===== src/rtl/core/cdss_pkg.sv =====
// Shared constants, codes and types for the circular disk-scan scheduler.
// No dependencies; every other file of the block imports this package.
`default_nettype none

package cdss_pkg;

   localparam int MAX_REQ  = 32;
   localparam int COUNT_W  = $clog2(MAX_REQ + 1);
   localparam int CYL_W    = 16;
   localparam int KEY_W    = CYL_W + 1;
   localparam int MOVE_W   = 18;
   localparam int KIND_W   = 2;
   localparam int SIZE_W   = 17;

   localparam int CSR_INDEX_W = 2;
   localparam int CSR_DATA_W  = SIZE_W;

   localparam logic [CSR_INDEX_W-1:0] CSR_DISK_SIZE     = 2'd0;
   localparam logic [CSR_INDEX_W-1:0] CSR_HEAD_START    = 2'd1;
   localparam logic [CSR_INDEX_W-1:0] CSR_CIRCULAR_SCAN = 2'd2;

   localparam logic [SIZE_W-1:0] DISK_SIZE_RESET = 17'h10000;
   localparam logic [SIZE_W-1:0] DISK_SIZE_MAX   = 17'h10000;

   localparam logic [KIND_W-1:0] KIND_HEAD = 2'd0;
   localparam logic [KIND_W-1:0] KIND_REQ  = 2'd1;
   localparam logic [KIND_W-1:0] KIND_END  = 2'd2;
   localparam logic [KIND_W-1:0] KIND_ZERO = 2'd3;

   // sort key: top bit set for requests below the head, low bits the cylinder
   typedef logic [KEY_W-1:0] key_type;

   typedef struct packed {
      logic insert;
      logic pop;
   } cell_ctl_type;

   typedef enum logic [5:0] {
      ST_LOAD  = 6'b000001,
      ST_HEAD  = 6'b000010,
      ST_UPPER = 6'b000100,
      ST_END   = 6'b001000,
      ST_ZERO  = 6'b010000,
      ST_LOWER = 6'b100000
   } seq_state_type;

endpackage

`default_nettype wire


===== src/rtl/core/cdss_stream_if.sv =====
// Valid/ready channel interfaces for requests and visit results.
// Depends on cdss_pkg for field widths.
`default_nettype none

interface cdss_req_if import cdss_pkg::*; ();
   logic             valid;
   logic             ready;
   logic [CYL_W-1:0] cylinder;
   logic             batch_last;

   modport source (output valid, output cylinder, output batch_last, input ready);
   modport sink   (input valid, input cylinder, input batch_last, output ready);
endinterface

interface cdss_rsp_if import cdss_pkg::*; ();
   logic              valid;
   logic              ready;
   logic [CYL_W-1:0]  position;
   logic [KIND_W-1:0] stop_kind;
   logic [MOVE_W-1:0] movement_so_far;
   logic              sequence_last;

   modport source (output valid, output position, output stop_kind,
                   output movement_so_far, output sequence_last, input ready);
   modport sink   (input valid, input position, input stop_kind,
                   input movement_so_far, input sequence_last, output ready);
endinterface

`default_nettype wire


===== src/rtl/core/cdss_cell.sv =====
// One slot of the sorted request chain: holds a key, inserts or shifts.
// Depends on cdss_pkg.
`default_nettype none

module cdss_cell import cdss_pkg::*; (
   input  wire          clock,
   input  cell_ctl_type ctl,
   input  key_type      new_key,
   input  wire          occupied,
   input  wire          prev_gt,
   input  key_type      prev_key,
   input  key_type      next_key,
   output key_type      key,
   output logic         gt
);

   key_type key_ff, key_in;

   // empty slots count as larger than any key
   assign gt  = !occupied || (key_ff > new_key);
   assign key = key_ff;

   always_comb begin
      key_in = key_ff;
      if (ctl.insert && gt) begin
         key_in = prev_gt ? prev_key : new_key;
      end else if (ctl.pop) begin
         key_in = next_key;
      end
   end

   always_ff @(posedge clock) begin
      key_ff <= key_in;
   end

endmodule

`default_nettype wire


===== src/rtl/core/cdss_chain.sv =====
// Row of sorting cells: insertion shifts larger keys up, a pop shifts all down.
// Depends on cdss_pkg and cdss_cell.
`default_nettype none

module cdss_chain import cdss_pkg::*; (
   input  wire                clock,
   input  cell_ctl_type       ctl,
   input  key_type            new_key,
   input  wire  [COUNT_W-1:0] count,
   output key_type            head_key
);

   key_type key_w [MAX_REQ];
   logic    gt_w  [MAX_REQ];

   for (genvar i = 0; i < MAX_REQ; i++) begin : g_cell
      logic    occ;
      logic    pgt;
      key_type pkey;
      key_type nkey;

      assign occ = (COUNT_W'(i) < count);

      if (i == 0) begin : g_first
         assign pgt  = 1'b0;
         assign pkey = '0;
      end else begin : g_mid
         assign pgt  = gt_w[i-1];
         assign pkey = key_w[i-1];
      end

      if (i == MAX_REQ - 1) begin : g_last
         assign nkey = '0;
      end else begin : g_inner
         assign nkey = key_w[i+1];
      end

      cdss_cell u_cell (
         .clock    (clock),
         .ctl      (ctl),
         .new_key  (new_key),
         .occupied (occ),
         .prev_gt  (pgt),
         .prev_key (pkey),
         .next_key (nkey),
         .key      (key_w[i]),
         .gt       (gt_w[i])
      );
   end

   assign head_key = key_w[0];

endmodule

`default_nettype wire


===== src/rtl/core/circular_disk_scan_scheduler.sv =====
// Top level of the C-SCAN / C-LOOK scheduler: config registers, visit sequencer,
// output register. Depends on cdss_pkg, cdss_stream_if and cdss_chain.
//
//   channel   | dir | handshake     | payload
//   req_chan  | in  | valid/ready   | cylinder, batch_last
//   rsp_chan  | out | valid/ready   | position, stop_kind, movement_so_far, sequence_last
//   csr_*     | in  | csr_write     | csr_index, csr_data
//
// Loading takes one request per cycle; the cell chain inserts in place in that cycle.
// A batch of N stored requests then emits N+1 to N+3 results, one per cycle while rsp
// is free, plus sequencer steps that emit nothing; no request is taken then.
// A stalled rsp_chan holds the output register and freezes the sequencer.
// Reset is synchronous; it clears count and sequencer, presets config; no clearing pass.
`default_nettype none

module circular_disk_scan_scheduler import cdss_pkg::*; (
   input  wire                    clock,
   input  wire                    reset,
   input  wire                    csr_write,
   input  wire  [CSR_INDEX_W-1:0] csr_index,
   input  wire  [CSR_DATA_W-1:0]  csr_data,
   cdss_req_if.sink               req_chan,
   cdss_rsp_if.source             rsp_chan
);

   logic [SIZE_W-1:0]  disk_size_ff;
   logic [CYL_W-1:0]   head_start_ff;
   logic               circ_ff;

   seq_state_type      state_ff, state_in;
   logic [COUNT_W-1:0] count_ff, count_in;
   logic               any_upper_ff, any_upper_in;
   logic [CYL_W-1:0]   last_upper_ff, last_upper_in;
   logic [CYL_W-1:0]   cur_ff, cur_in;
   logic [MOVE_W-1:0]  mov_ff, mov_in;

   logic               rsp_valid_ff, rsp_valid_in;
   logic [CYL_W-1:0]   rsp_pos_ff, rsp_pos_in;
   logic [KIND_W-1:0]  rsp_kind_ff, rsp_kind_in;
   logic [MOVE_W-1:0]  rsp_mov_ff, rsp_mov_in;
   logic               rsp_last_ff, rsp_last_in;

   cell_ctl_type       ctl;
   key_type            new_key;
   key_type            head_key;
   logic [CYL_W-1:0]   end_cyl;
   logic               slot_free;
   logic               accept;
   logic               emit;
   logic               emit_first;
   logic [CYL_W-1:0]   emit_pos;
   logic [KIND_W-1:0]  emit_kind;
   logic               emit_last;
   logic [CYL_W-1:0]   seek_dist;

   // configuration
   always_ff @(posedge clock) begin
      if (reset) begin
         disk_size_ff  <= DISK_SIZE_RESET;
         head_start_ff <= '0;
         circ_ff       <= 1'b1;
      end else if (csr_write) begin
         case (csr_index)
            CSR_DISK_SIZE:     disk_size_ff  <= csr_data;
            CSR_HEAD_START:    head_start_ff <= csr_data[CYL_W-1:0];
            CSR_CIRCULAR_SCAN: circ_ff       <= csr_data[0];
            default: ;
         endcase
      end
   end

   // clamp the disk size to 1..65536 and take the highest cylinder
   always_comb begin
      if (disk_size_ff == '0) begin
         end_cyl = '0;
      end else if (disk_size_ff >= DISK_SIZE_MAX) begin
         end_cyl = '1;
      end else begin
         end_cyl = disk_size_ff[CYL_W-1:0] - CYL_W'(1);
      end
   end

   assign req_chan.ready = (state_ff == ST_LOAD);
   assign accept         = req_chan.valid && req_chan.ready;
   assign new_key        = {req_chan.cylinder < head_start_ff, req_chan.cylinder};
   assign slot_free      = !rsp_valid_ff || rsp_chan.ready;

   always_comb begin
      state_in      = state_ff;
      count_in      = count_ff;
      any_upper_in  = any_upper_ff;
      last_upper_in = last_upper_ff;
      ctl           = '0;
      emit          = 1'b0;
      emit_first    = 1'b0;
      emit_pos      = '0;
      emit_kind     = KIND_REQ;
      emit_last     = 1'b0;

      case (state_ff)
         ST_LOAD: begin
            if (accept) begin
               // drop the request when the chain is full
               if (count_ff < COUNT_W'(MAX_REQ)) begin
                  ctl.insert = 1'b1;
                  count_in   = count_ff + COUNT_W'(1);
               end
               if (req_chan.batch_last) begin
                  state_in = ST_HEAD;
               end
            end
         end
         ST_HEAD: begin
            if (slot_free) begin
               emit         = 1'b1;
               emit_first   = 1'b1;
               emit_pos     = head_start_ff;
               emit_kind    = KIND_HEAD;
               emit_last    = (count_ff == '0) && !circ_ff;
               any_upper_in = 1'b0;
               state_in     = ST_UPPER;
            end
         end
         ST_UPPER: begin
            if (slot_free) begin
               if (count_ff != '0 && !head_key[KEY_W-1]) begin
                  emit          = 1'b1;
                  emit_pos      = head_key[CYL_W-1:0];
                  emit_last     = (count_ff == COUNT_W'(1)) && !circ_ff;
                  ctl.pop       = 1'b1;
                  count_in      = count_ff - COUNT_W'(1);
                  any_upper_in  = 1'b1;
                  last_upper_in = head_key[CYL_W-1:0];
               end else begin
                  state_in = circ_ff ? ST_END : ST_LOWER;
               end
            end
         end
         ST_END: begin
            if (slot_free) begin
               if (any_upper_ff && last_upper_ff != end_cyl) begin
                  emit      = 1'b1;
                  emit_pos  = end_cyl;
                  emit_kind = KIND_END;
               end
               state_in = ST_ZERO;
            end
         end
         ST_ZERO: begin
            if (slot_free) begin
               emit      = 1'b1;
               emit_pos  = '0;
               emit_kind = KIND_ZERO;
               emit_last = (count_ff == '0);
               state_in  = ST_LOWER;
            end
         end
         ST_LOWER: begin
            if (count_ff == '0) begin
               state_in = ST_LOAD;
            end else if (slot_free) begin
               emit      = 1'b1;
               emit_pos  = head_key[CYL_W-1:0];
               emit_last = (count_ff == COUNT_W'(1));
               ctl.pop   = 1'b1;
               count_in  = count_ff - COUNT_W'(1);
               if (count_ff == COUNT_W'(1)) begin
                  state_in = ST_LOAD;
               end
            end
         end
         default: begin
            state_in = ST_LOAD;
         end
      endcase
   end

   // running head movement
   assign seek_dist = (emit_pos > cur_ff) ? (emit_pos - cur_ff) : (cur_ff - emit_pos);

   always_comb begin
      cur_in       = cur_ff;
      mov_in       = mov_ff;
      rsp_valid_in = rsp_valid_ff;
      rsp_pos_in   = rsp_pos_ff;
      rsp_kind_in  = rsp_kind_ff;
      rsp_mov_in   = rsp_mov_ff;
      rsp_last_in  = rsp_last_ff;
      if (rsp_valid_ff && rsp_chan.ready) begin
         rsp_valid_in = 1'b0;
      end
      if (emit) begin
         cur_in       = emit_pos;
         mov_in       = emit_first ? '0 : mov_ff + MOVE_W'(seek_dist);
         rsp_valid_in = 1'b1;
         rsp_pos_in   = emit_pos;
         rsp_kind_in  = emit_kind;
         rsp_mov_in   = mov_in;
         rsp_last_in  = emit_last;
      end
   end

   always_ff @(posedge clock) begin
      if (reset) begin
         state_ff     <= ST_LOAD;
         count_ff     <= '0;
         any_upper_ff <= 1'b0;
         mov_ff       <= '0;
         cur_ff       <= '0;
         rsp_valid_ff <= 1'b0;
      end else begin
         state_ff     <= state_in;
         count_ff     <= count_in;
         any_upper_ff <= any_upper_in;
         mov_ff       <= mov_in;
         cur_ff       <= cur_in;
         rsp_valid_ff <= rsp_valid_in;
      end
   end

   always_ff @(posedge clock) begin
      last_upper_ff <= last_upper_in;
      rsp_pos_ff    <= rsp_pos_in;
      rsp_kind_ff   <= rsp_kind_in;
      rsp_mov_ff    <= rsp_mov_in;
      rsp_last_ff   <= rsp_last_in;
   end

   cdss_chain u_chain (
      .clock    (clock),
      .ctl      (ctl),
      .new_key  (new_key),
      .count    (count_ff),
      .head_key (head_key)
   );

   assign rsp_chan.valid           = rsp_valid_ff;
   assign rsp_chan.position        = rsp_pos_ff;
   assign rsp_chan.stop_kind       = rsp_kind_ff;
   assign rsp_chan.movement_so_far = rsp_mov_ff;
   assign rsp_chan.sequence_last   = rsp_last_ff;

   a_count_bound: assert property (@(posedge clock) disable iff (reset)
      count_ff <= COUNT_W'(MAX_REQ))
      else $error("request count beyond chain depth");

   a_last_starts_seq: assert property (@(posedge clock) disable iff (reset)
      accept && req_chan.batch_last |=> state_ff == ST_HEAD)
      else $error("final request did not start the visit sequence");

   a_head_no_move: assert property (@(posedge clock) disable iff (reset)
      rsp_valid_ff && rsp_kind_ff == KIND_HEAD |-> rsp_mov_ff == '0)
      else $error("head start result carries movement");

   a_count_no_grow: assert property (@(posedge clock) disable iff (reset)
      state_ff != ST_LOAD |=> count_ff <= $past(count_ff))
      else $error("request count grew while emitting");

endmodule

`default_nettype wire


===== src/flat_wrapper.sv =====
// flat-port wrapper written by rule: the top's interface ports become plain ports
module circular_disk_scan_scheduler_flat import cdss_pkg::*;
  (clock, reset, csr_write, csr_index, csr_data, req_chan_valid, req_chan_cylinder, req_chan_batch_last, req_chan_ready, rsp_chan_valid, rsp_chan_position, rsp_chan_stop_kind, rsp_chan_movement_so_far, rsp_chan_sequence_last, rsp_chan_ready);
  cdss_req_if req_chan_i ();
  cdss_rsp_if rsp_chan_i ();
  input  wire clock;
  input  wire reset;
  input  wire csr_write;
  input  wire  [CSR_INDEX_W-1:0] csr_index;
  input  wire  [CSR_DATA_W-1:0] csr_data;
  input wire logic [$bits(req_chan_i.valid)-1:0] req_chan_valid;
  input wire logic [$bits(req_chan_i.cylinder)-1:0] req_chan_cylinder;
  input wire logic [$bits(req_chan_i.batch_last)-1:0] req_chan_batch_last;
  output wire logic [$bits(req_chan_i.ready)-1:0] req_chan_ready;
  output wire logic [$bits(rsp_chan_i.valid)-1:0] rsp_chan_valid;
  output wire logic [$bits(rsp_chan_i.position)-1:0] rsp_chan_position;
  output wire logic [$bits(rsp_chan_i.stop_kind)-1:0] rsp_chan_stop_kind;
  output wire logic [$bits(rsp_chan_i.movement_so_far)-1:0] rsp_chan_movement_so_far;
  output wire logic [$bits(rsp_chan_i.sequence_last)-1:0] rsp_chan_sequence_last;
  input wire logic [$bits(rsp_chan_i.ready)-1:0] rsp_chan_ready;
  assign req_chan_i.valid = req_chan_valid;
  assign req_chan_i.cylinder = req_chan_cylinder;
  assign req_chan_i.batch_last = req_chan_batch_last;
  assign req_chan_ready = req_chan_i.ready;
  assign rsp_chan_valid = rsp_chan_i.valid;
  assign rsp_chan_position = rsp_chan_i.position;
  assign rsp_chan_stop_kind = rsp_chan_i.stop_kind;
  assign rsp_chan_movement_so_far = rsp_chan_i.movement_so_far;
  assign rsp_chan_sequence_last = rsp_chan_i.sequence_last;
  assign rsp_chan_i.ready = rsp_chan_ready;
  circular_disk_scan_scheduler u_core (.clock(clock), .reset(reset), .csr_write(csr_write), .csr_index(csr_index), .csr_data(csr_data), .req_chan(req_chan_i), .rsp_chan(rsp_chan_i));
endmodule

===== config.mk =====
export PLATFORM = sky130hd
export DESIGN_NAME = circular_disk_scan_scheduler_flat
export DESIGN_NICKNAME = d
export VERILOG_FILES = /design/src/rtl/core/cdss_pkg.sv /design/src/rtl/core/cdss_stream_if.sv /design/src/rtl/core/cdss_cell.sv /design/src/rtl/core/cdss_chain.sv /design/src/rtl/core/circular_disk_scan_scheduler.sv /design/src/flat_wrapper.sv
export SDC_FILE = /design/constraint.sdc
export NUM_CORES = 2
export LEC_CHECK = 0
export ABC_AREA = 1
export BUFFER_PORTS_ARGS = -buffer_cell sky130_fd_sc_hd__buf_4
export CAP_MARGIN = 40
export CORE_MARGIN = 1
export CORE_UTILIZATION = 50
export DETAILED_ROUTE_END_ITERATION = 6
export PLACE_DENSITY = 0.77
export SLEW_MARGIN = 10
export SYNTH_ARGS = -nofsm -noshare
export SYNTH_HDL_FRONTEND = slang
export SYNTH_SLANG_ARGS = --single-unit

===== constraint.sdc =====
create_clock -name clock -period 7.7 [get_ports clock]
set_clock_uncertainty 0.1 [all_clocks]
set_input_delay 0.385 -clock clock [delete_from_list [all_inputs] [get_ports clock]]
set_output_delay 0.385 -clock clock [all_outputs]
set_load 0.01 [all_outputs]

After elaboration in Yosys (flattened, before gate mapping)
Index checks and enable logic that the tools add are counted.

Bits in registers: 679. Output and inout bits: 39.

Add/subtract/negate cells: 6. $lt $le $gt $ge: 68. Equal/unequal tests: 23. Multiplexer cells: 156. Reductions and logical operators: 153.

Operators with widths (number): 2-to-1 mux 17 bit (95); greater-than comparator 17 bit (32); 2-to-1 mux 16 bit (10); 2-to-1 mux 6 bit (17); less-than comparator 5 x 6 -> 1 bit (first input constant) (16); nonzero test 2 bit (34); case mux 16 bit (4 select lines) (1); less-than comparator 4 x 6 -> 1 bit (first input constant) (8); logical AND 1 bit (38); case mux 6 bit (6 select lines) (1); logical NOT 1 bit (35); logical OR 1 bit (33); subtractor 16 bit (2); less-than comparator 3 x 6 -> 1 bit (first input constant) (4); 2-to-1 mux 1 bit (22); adder 18 x 16 -> 18 bit (1); 2-to-1 mux 18 bit (1); case mux 6 bit (3 select lines) (1); greater-or-equal comparator 17 bit (second input constant) (1); logical NOT 17 bit (1); greater-than comparator 16 bit (1); less-than comparator 16 bit (1); inequality test 16 bit (1); subtractor 16 x 1 -> 16 bit (second input constant) (1); other kinds (30) (49).

Longest topological paths before layout
Word-level depth: 12. Depth in mapped cells: 48.

Modules after synthesis
Synthesis repeated with hierarchy kept, for this count alone.

Cells, all modules: 7632. Area total of the unflattened synthesis: 56998.4 µm².

By module, submodules not included: cdss_cell (instances 32, cells an instance 197, area each 1488.9 µm², sequential area each 510.5 µm²); circular_disk_scan_scheduler (instances 1, cells an instance 1253, area each 9032.4 µm², sequential area each 3233.1 µm²); cdss_chain (instances 1, cells an instance 75, area each 320.3 µm², sequential area each 0.0 µm²).

Worst setup path before layout
No wires, ideal clock.

Kind: register to register. Start point: register u_core.count_ff[1]. End point: register u_core.rsp_mov_ff[15] (netlist: u_core.rsp_chan.movement_so_far[15]), data pin. Setup time: 252 ps. Arrival: 5485 ps. Path slack: 1863 ps. Stages on the path, launching flop included: 39. Clock period less this slack: 5837 ps. Cells stage by stage: dfxtp_1 -> inv_1 -> ha_1 -> nand2_1 -> nor2_1 -> or2_2 -> nor2_1 -> o21ai_1 -> inv_2 -> buf_2 -> a22oi_1 -> nand2_1 -> inv_1 -> ha_1 -> fa_1 -> o21ai_0 -> a21oi_1 -> o21ai_0 -> [3 not listed] -> clkbuf_1 -> o21ai_0 -> xor2_1 -> inv_1 -> ha_1 -> nand2_1 -> o21ai_0 -> a21oi_1 -> inv_1 -> nand2_1 -> nand2_1 -> inv_1 -> o21ai_0 -> nand3_1 -> nand2_1 -> nand2_1 -> nand3_1 -> inv_1.

Longest elaborated chain between the ends: 9.

RTL lines: start, declared (line circular_disk_scan_scheduler.sv:31) `logic [COUNT_W-1:0] count_ff, count_in;`; start signal, assigned (line circular_disk_scan_scheduler.sv:213) `count_ff <= count_in;`; nonzero test 6 bit (line circular_disk_scan_scheduler.sv:126) `if (count_ff != '0 && !head_key[KEY_W-1]) begin`; logical AND 1 bit (line circular_disk_scan_scheduler.sv:126); 2-to-1 mux 16 bit (line circular_disk_scan_scheduler.sv:126); 2-to-1 mux 16 bit (line circular_disk_scan_scheduler.sv:125) `if (slot_free) begin`; case mux 16 bit (4 select lines) * (line circular_disk_scan_scheduler.sv:100) `case (state_ff)`; via u_core.emit_pos[0] (line circular_disk_scan_scheduler.sv:51) `logic [CYL_W-1:0] emit_pos;`; subtractor 16 bit or greater-than comparator 16 bit (tied branches) (line circular_disk_scan_scheduler.sv:179) `assign seek_dist = (emit_pos > cur_ff) ? (emit_pos - cur_ff) : (cur_ff - emit_pos);`; 2-to-1 mux 16 bit * (line circular_disk_scan_scheduler.sv:179); adder 18 x 16 -> 18 bit * (line circular_disk_scan_scheduler.sv:194) `mov_in = emit_first ? '0 : mov_ff + MOVE_W'(seek_dist);`; 2-to-1 mux 18 bit * (line circular_disk_scan_scheduler.sv:194); end signal, assigned (line circular_disk_scan_scheduler.sv:225) `rsp_mov_ff <= rsp_mov_in;`; end, declared (line circular_disk_scan_scheduler.sv:40) `logic [MOVE_W-1:0] rsp_mov_ff, rsp_mov_in;`.

Mark *: on every way through the listed nets, which the timed path passes. The rest lies on a longest branch. A chain may end at the register's enable or synchronous reset.

Worst setup path after layout
Start point: register u_core.count_ff[1]. End point: register u_core.mov_ff[15].

Longest elaborated chain between the ends: 9.

RTL lines: nonzero test 6 bit (line circular_disk_scan_scheduler.sv:126); logical AND 1 bit (line circular_disk_scan_scheduler.sv:126); 2-to-1 mux 16 bit (line circular_disk_scan_scheduler.sv:126); 2-to-1 mux 16 bit (line circular_disk_scan_scheduler.sv:125); case mux 16 bit (4 select lines) * (line circular_disk_scan_scheduler.sv:100); via u_core.emit_pos[0] (line circular_disk_scan_scheduler.sv:51); subtractor 16 bit or greater-than comparator 16 bit (tied branches) (line circular_disk_scan_scheduler.sv:179); 2-to-1 mux 16 bit * (line circular_disk_scan_scheduler.sv:179); adder 18 x 16 -> 18 bit * (line circular_disk_scan_scheduler.sv:194); 2-to-1 mux 18 bit * (line circular_disk_scan_scheduler.sv:194); end signal, assigned (line circular_disk_scan_scheduler.sv:215) `mov_ff <= mov_in;`; end, declared (line circular_disk_scan_scheduler.sv:35) `logic [MOVE_W-1:0] mov_ff, mov_in;`.

Marks and branches as above.

==> flow_summary.json <==
{
  "vias": 46000,
  "failed_checks": "design-rule violations",
  "status": "complete, but fails checks",
  "cp.arrival_ns": 7.41,
  "syn_to_final_growth_pct": 9.92,
  "holdCritPathClass": "input pin to flop",
  "drive_gt1_share_pct": 5.57,
  "dr.pass1.iters": 7,
  "tightest_slew_ns": 0.911,
  "crit_required_ns": 8.19,
  "setup_ws_ns": 0.782,
  "grt_max_degree": 60,
  "drv.max_cap_violation_count": 0,
  "cts_setup_buffers": 0,
  "die_h_um": 315,
  "cp_slowest_cell": "dfxtp_1",
  "synth.area.top_cells": "edfxtp_1 (37%), ha_1 (15%), nand2_1 (13%), o21ai_0 (7.7%), a21oi_1 (5.2%)",
  "post_drt_wl_per_cell_um": 22.1,
  "clk_latency_ns": 0.66,
  "grt_antenna_before_repair": 3,
  "wl_um": 166000,
  "place.gp.congestion": 0.994,
  "fin_tns_setup_ns": 0,
  "synth_top_area_share_pct": 36.7,
  "initial_core_util_pct": 50.5,
  "grt_usage_pct": 32.7,
  "dpl.hpwl_um": 117000,
  "htreeDepth": 3,
  "die_w_um": 315,
  "syn_nets": 6794,
  "antenna_left": 0,
  "grt_pass1_vias": 42600,
  "setup.worst_path.end_class": "flop",
  "drc": 32,
  "clock-root-buffer": "clkbuf_16",
  "multi_input_comb_area_um2": 26400,
  "period_needed_ns": 6.92,
  "syn_area_um2": 48900,
  "fillCellCount": 8719,
  "fin_cells": 7504,
  "fmax_mhz": 145,
  "ff2ff_setup_slack_ns": 0.78,
  "crit_type": "flop to flop",
  "routed_via_density": 6.13,
  "synth_edf_count": 597,
  "antenna_cells": 0,
  "cts_tree": "yes",
  "place_ws_ns": 0.431,
  "grt_setup_unrepaired": "no",
  "cpPeakStageDelay_ns": 0.42,
  "ys_async_sr_fraction_pct": 0,
  "placed_cells_incl_taps": 7338,
  "crit_path_max_fanout": 22,
  "synthDistinctLibCells": 57,
  "grt.overflow.total": 0,
  "ios": 80,
  "cts.path.max_buffers": 3,
  "synthMostInstantiatedCell": "nand2_1",
  "syn_avg_cell_area_um2": 7.94,
  "min_period_over_period_pct": 89.8,
  "portBuffers": 79,
  "cts_buffers": 80,
  "synth_top_cell_by_area": "edfxtp_1",
  "clk_pin_slew_ns": 0.06,
  "nNetsFinal": 6799,
  "setup_viol_count_final": 0,
  "hold_violations": 0,
  "yosys-top-cells-count": "nand2_1 (1,644), o21ai_0 (751), edfxtp_1 (597), ha_1 (594), nor2_1 (542)",
  "ys.flop_type": "edfxtp_1",
  "cpMostUsedCell": "nand2_1",
  "drv_slew": 0,
  "seq_area_um2": 19600,
  "grt_first_pass_wirelength_um": 250000,
  "max-slew-margin-rel_pct": 39.2,
  "synthCells": 6156,
  "ys_seq_area_share_pct": 40.0,
  "core_um2": 96900,
  "rows": 114,
  "synth_warnings": 0,
  "power.leakage_uw": 0.0242,
  "die_area_um2": 99100,
  "cts.sinks": 679,
  "start_kind": "flop",
  "ir_drop_mv": 0.169,
  "p_per_area_nw_per_um2": 384,
  "ys_seq_elements": 679,
  "drtIter0Drc": 6267
}
[flip-flops by register name, summed over array words and instances, names as in the netlist]
signal and count:
u_core.rsp_chan.sequence_last 1, u_core.u_chain.g_cell.u_cell.key 544, u_core.count_ff 6, u_core.last_upper_ff 16, u_core.disk_size_ff 17, u_core.rsp_chan.position 16
u_core.cur_ff 16, u_core.rsp_chan.valid 1, u_core.mov_ff 18, u_core.circ_ff 1, u_core.rsp_chan.stop_kind 2, u_core.any_upper_ff 1
u_core.head_start_ff 16, u_core.state_ff 6, u_core.rsp_chan.movement_so_far 18
[path summary, 6_finish.rpt]
kind | start | end | cells past startpoint
worst max register to register | u_core.count_ff[1]$_SDFFE_PP0P_ | u_core.mov_ff[15]$_SDFFE_PP0P_ | 37
worst min register to register | u_core.any_upper_ff$_SDFFE_PP0P_ | u_core.any_upper_ff$_SDFFE_PP0P_ | 2
worst max-delay path | u_core.count_ff[1]$_SDFFE_PP0P_ | u_core.mov_ff[15]$_SDFFE_PP0P_ | 37
worst min-delay path | rsp_chan_ready | u_core.rsp_chan.valid$_SDFFE_PP0P_ | 4
[cell usage in the layout, fill, tap and decap left out, types with 102 or more instances in the layout]
cell	synthesis	final
nand2_1	1644	1643
o21ai_0	751	748
edfxtp_1	597	597
ha_1	594	594
nor2_1	542	540
a21oi_1	509	509
inv_1	493	475
buf_4	1	153
nand3_1	148	148
nand4_1	102	102
[cell type report]
class | count | area share, %
multi-input combinational | 4702 | 49.1
sequential | 679 | 36.4
clock buffer | 115 | 4.24
inverter | 513 | 3.58
tap | 1276 | 2.97
timing repair buffer | 185 | 2.96
clock inverter | 34 | 0.703
[critical path, delay by kind of cell (launching register included)]
| family | cells | cell delay [ns] |
|---|---|---|
| AOI/OAI and AO/OA | 10 | 1.90 |
| DFF | 1 | 0.42 |
| buffers and inverters | 6 | 0.71 |
| and+or+nand+nor | 16 | 2.28 |
| adders and majority gates | 4 | 1.28 |
| xor gates and xnor gates | 1 | 0.16 |
[cell families after synthesis]
| kind of cell | after synthesis | share of synthesized area [%] |
|---|---|---|
| AOI/OAI and AO/OA | 1545 | 17.2 |
| xor gates and xnor gates | 20 | 0.358 |
| adders and majority gates | 597 | 15.3 |
| buffers and inverters | 775 | 6.05 |
| DFF | 679 | 40.0 |
| muxes | 6 | 0.133 |
| and+or+nand+nor | 2534 | 20.9 |
[report_power, final]
part           internal (µW)  total, µW  switching, µW  leakage [µW]
clock                   2320       3950           1630       0.00130
sequential              6450       7990           1540       0.00629
combinational           2960       8710           5750        0.0166
total                  11700      20700           8920        0.0242
[per-stage QoR]
stage / cell area, µm² / hold slack (ns) / util [%] / total power [µW]
after floorplan: 48900 / 0.337 / - / 13400
after global placement: 50700 / 0.345 / 52.3 / 15900
after detailed placement: 50900 / 0.352 / 52.6 / 16300
after CTS: 53700 / 0.0228 / 55.5 / 20300
after global routing: 53800 / 0.0463 / 55.5 / 22000
final: 53800 / 0.0524 / 55.5 / 20700
[metal layers]
metal | wire length (µm) | GRT usage, % | up-vias | part of all wire [%]
met5 | 46 | 0 | - | 0.028
met4 | 8300 | 15.4 | 6 | 5.0
met3 | 22700 | 7.21 | 486 | 14
met2 | 68600 | 48.0 | 2980 | 41
met1 | 66300 | 45.8 | 21100 | 40
li1 | - | - | 21400 | -
[repair_timing]
action | 4_1_cts | 5_1_grt
hold buffers | 17 | 0
endpoints found under the setup margin | 0 | 15
resized for setup | 0 | 5
hold endpoints to repair | 32 | 0
Note: power is estimated with default switching activity, not from simulation.
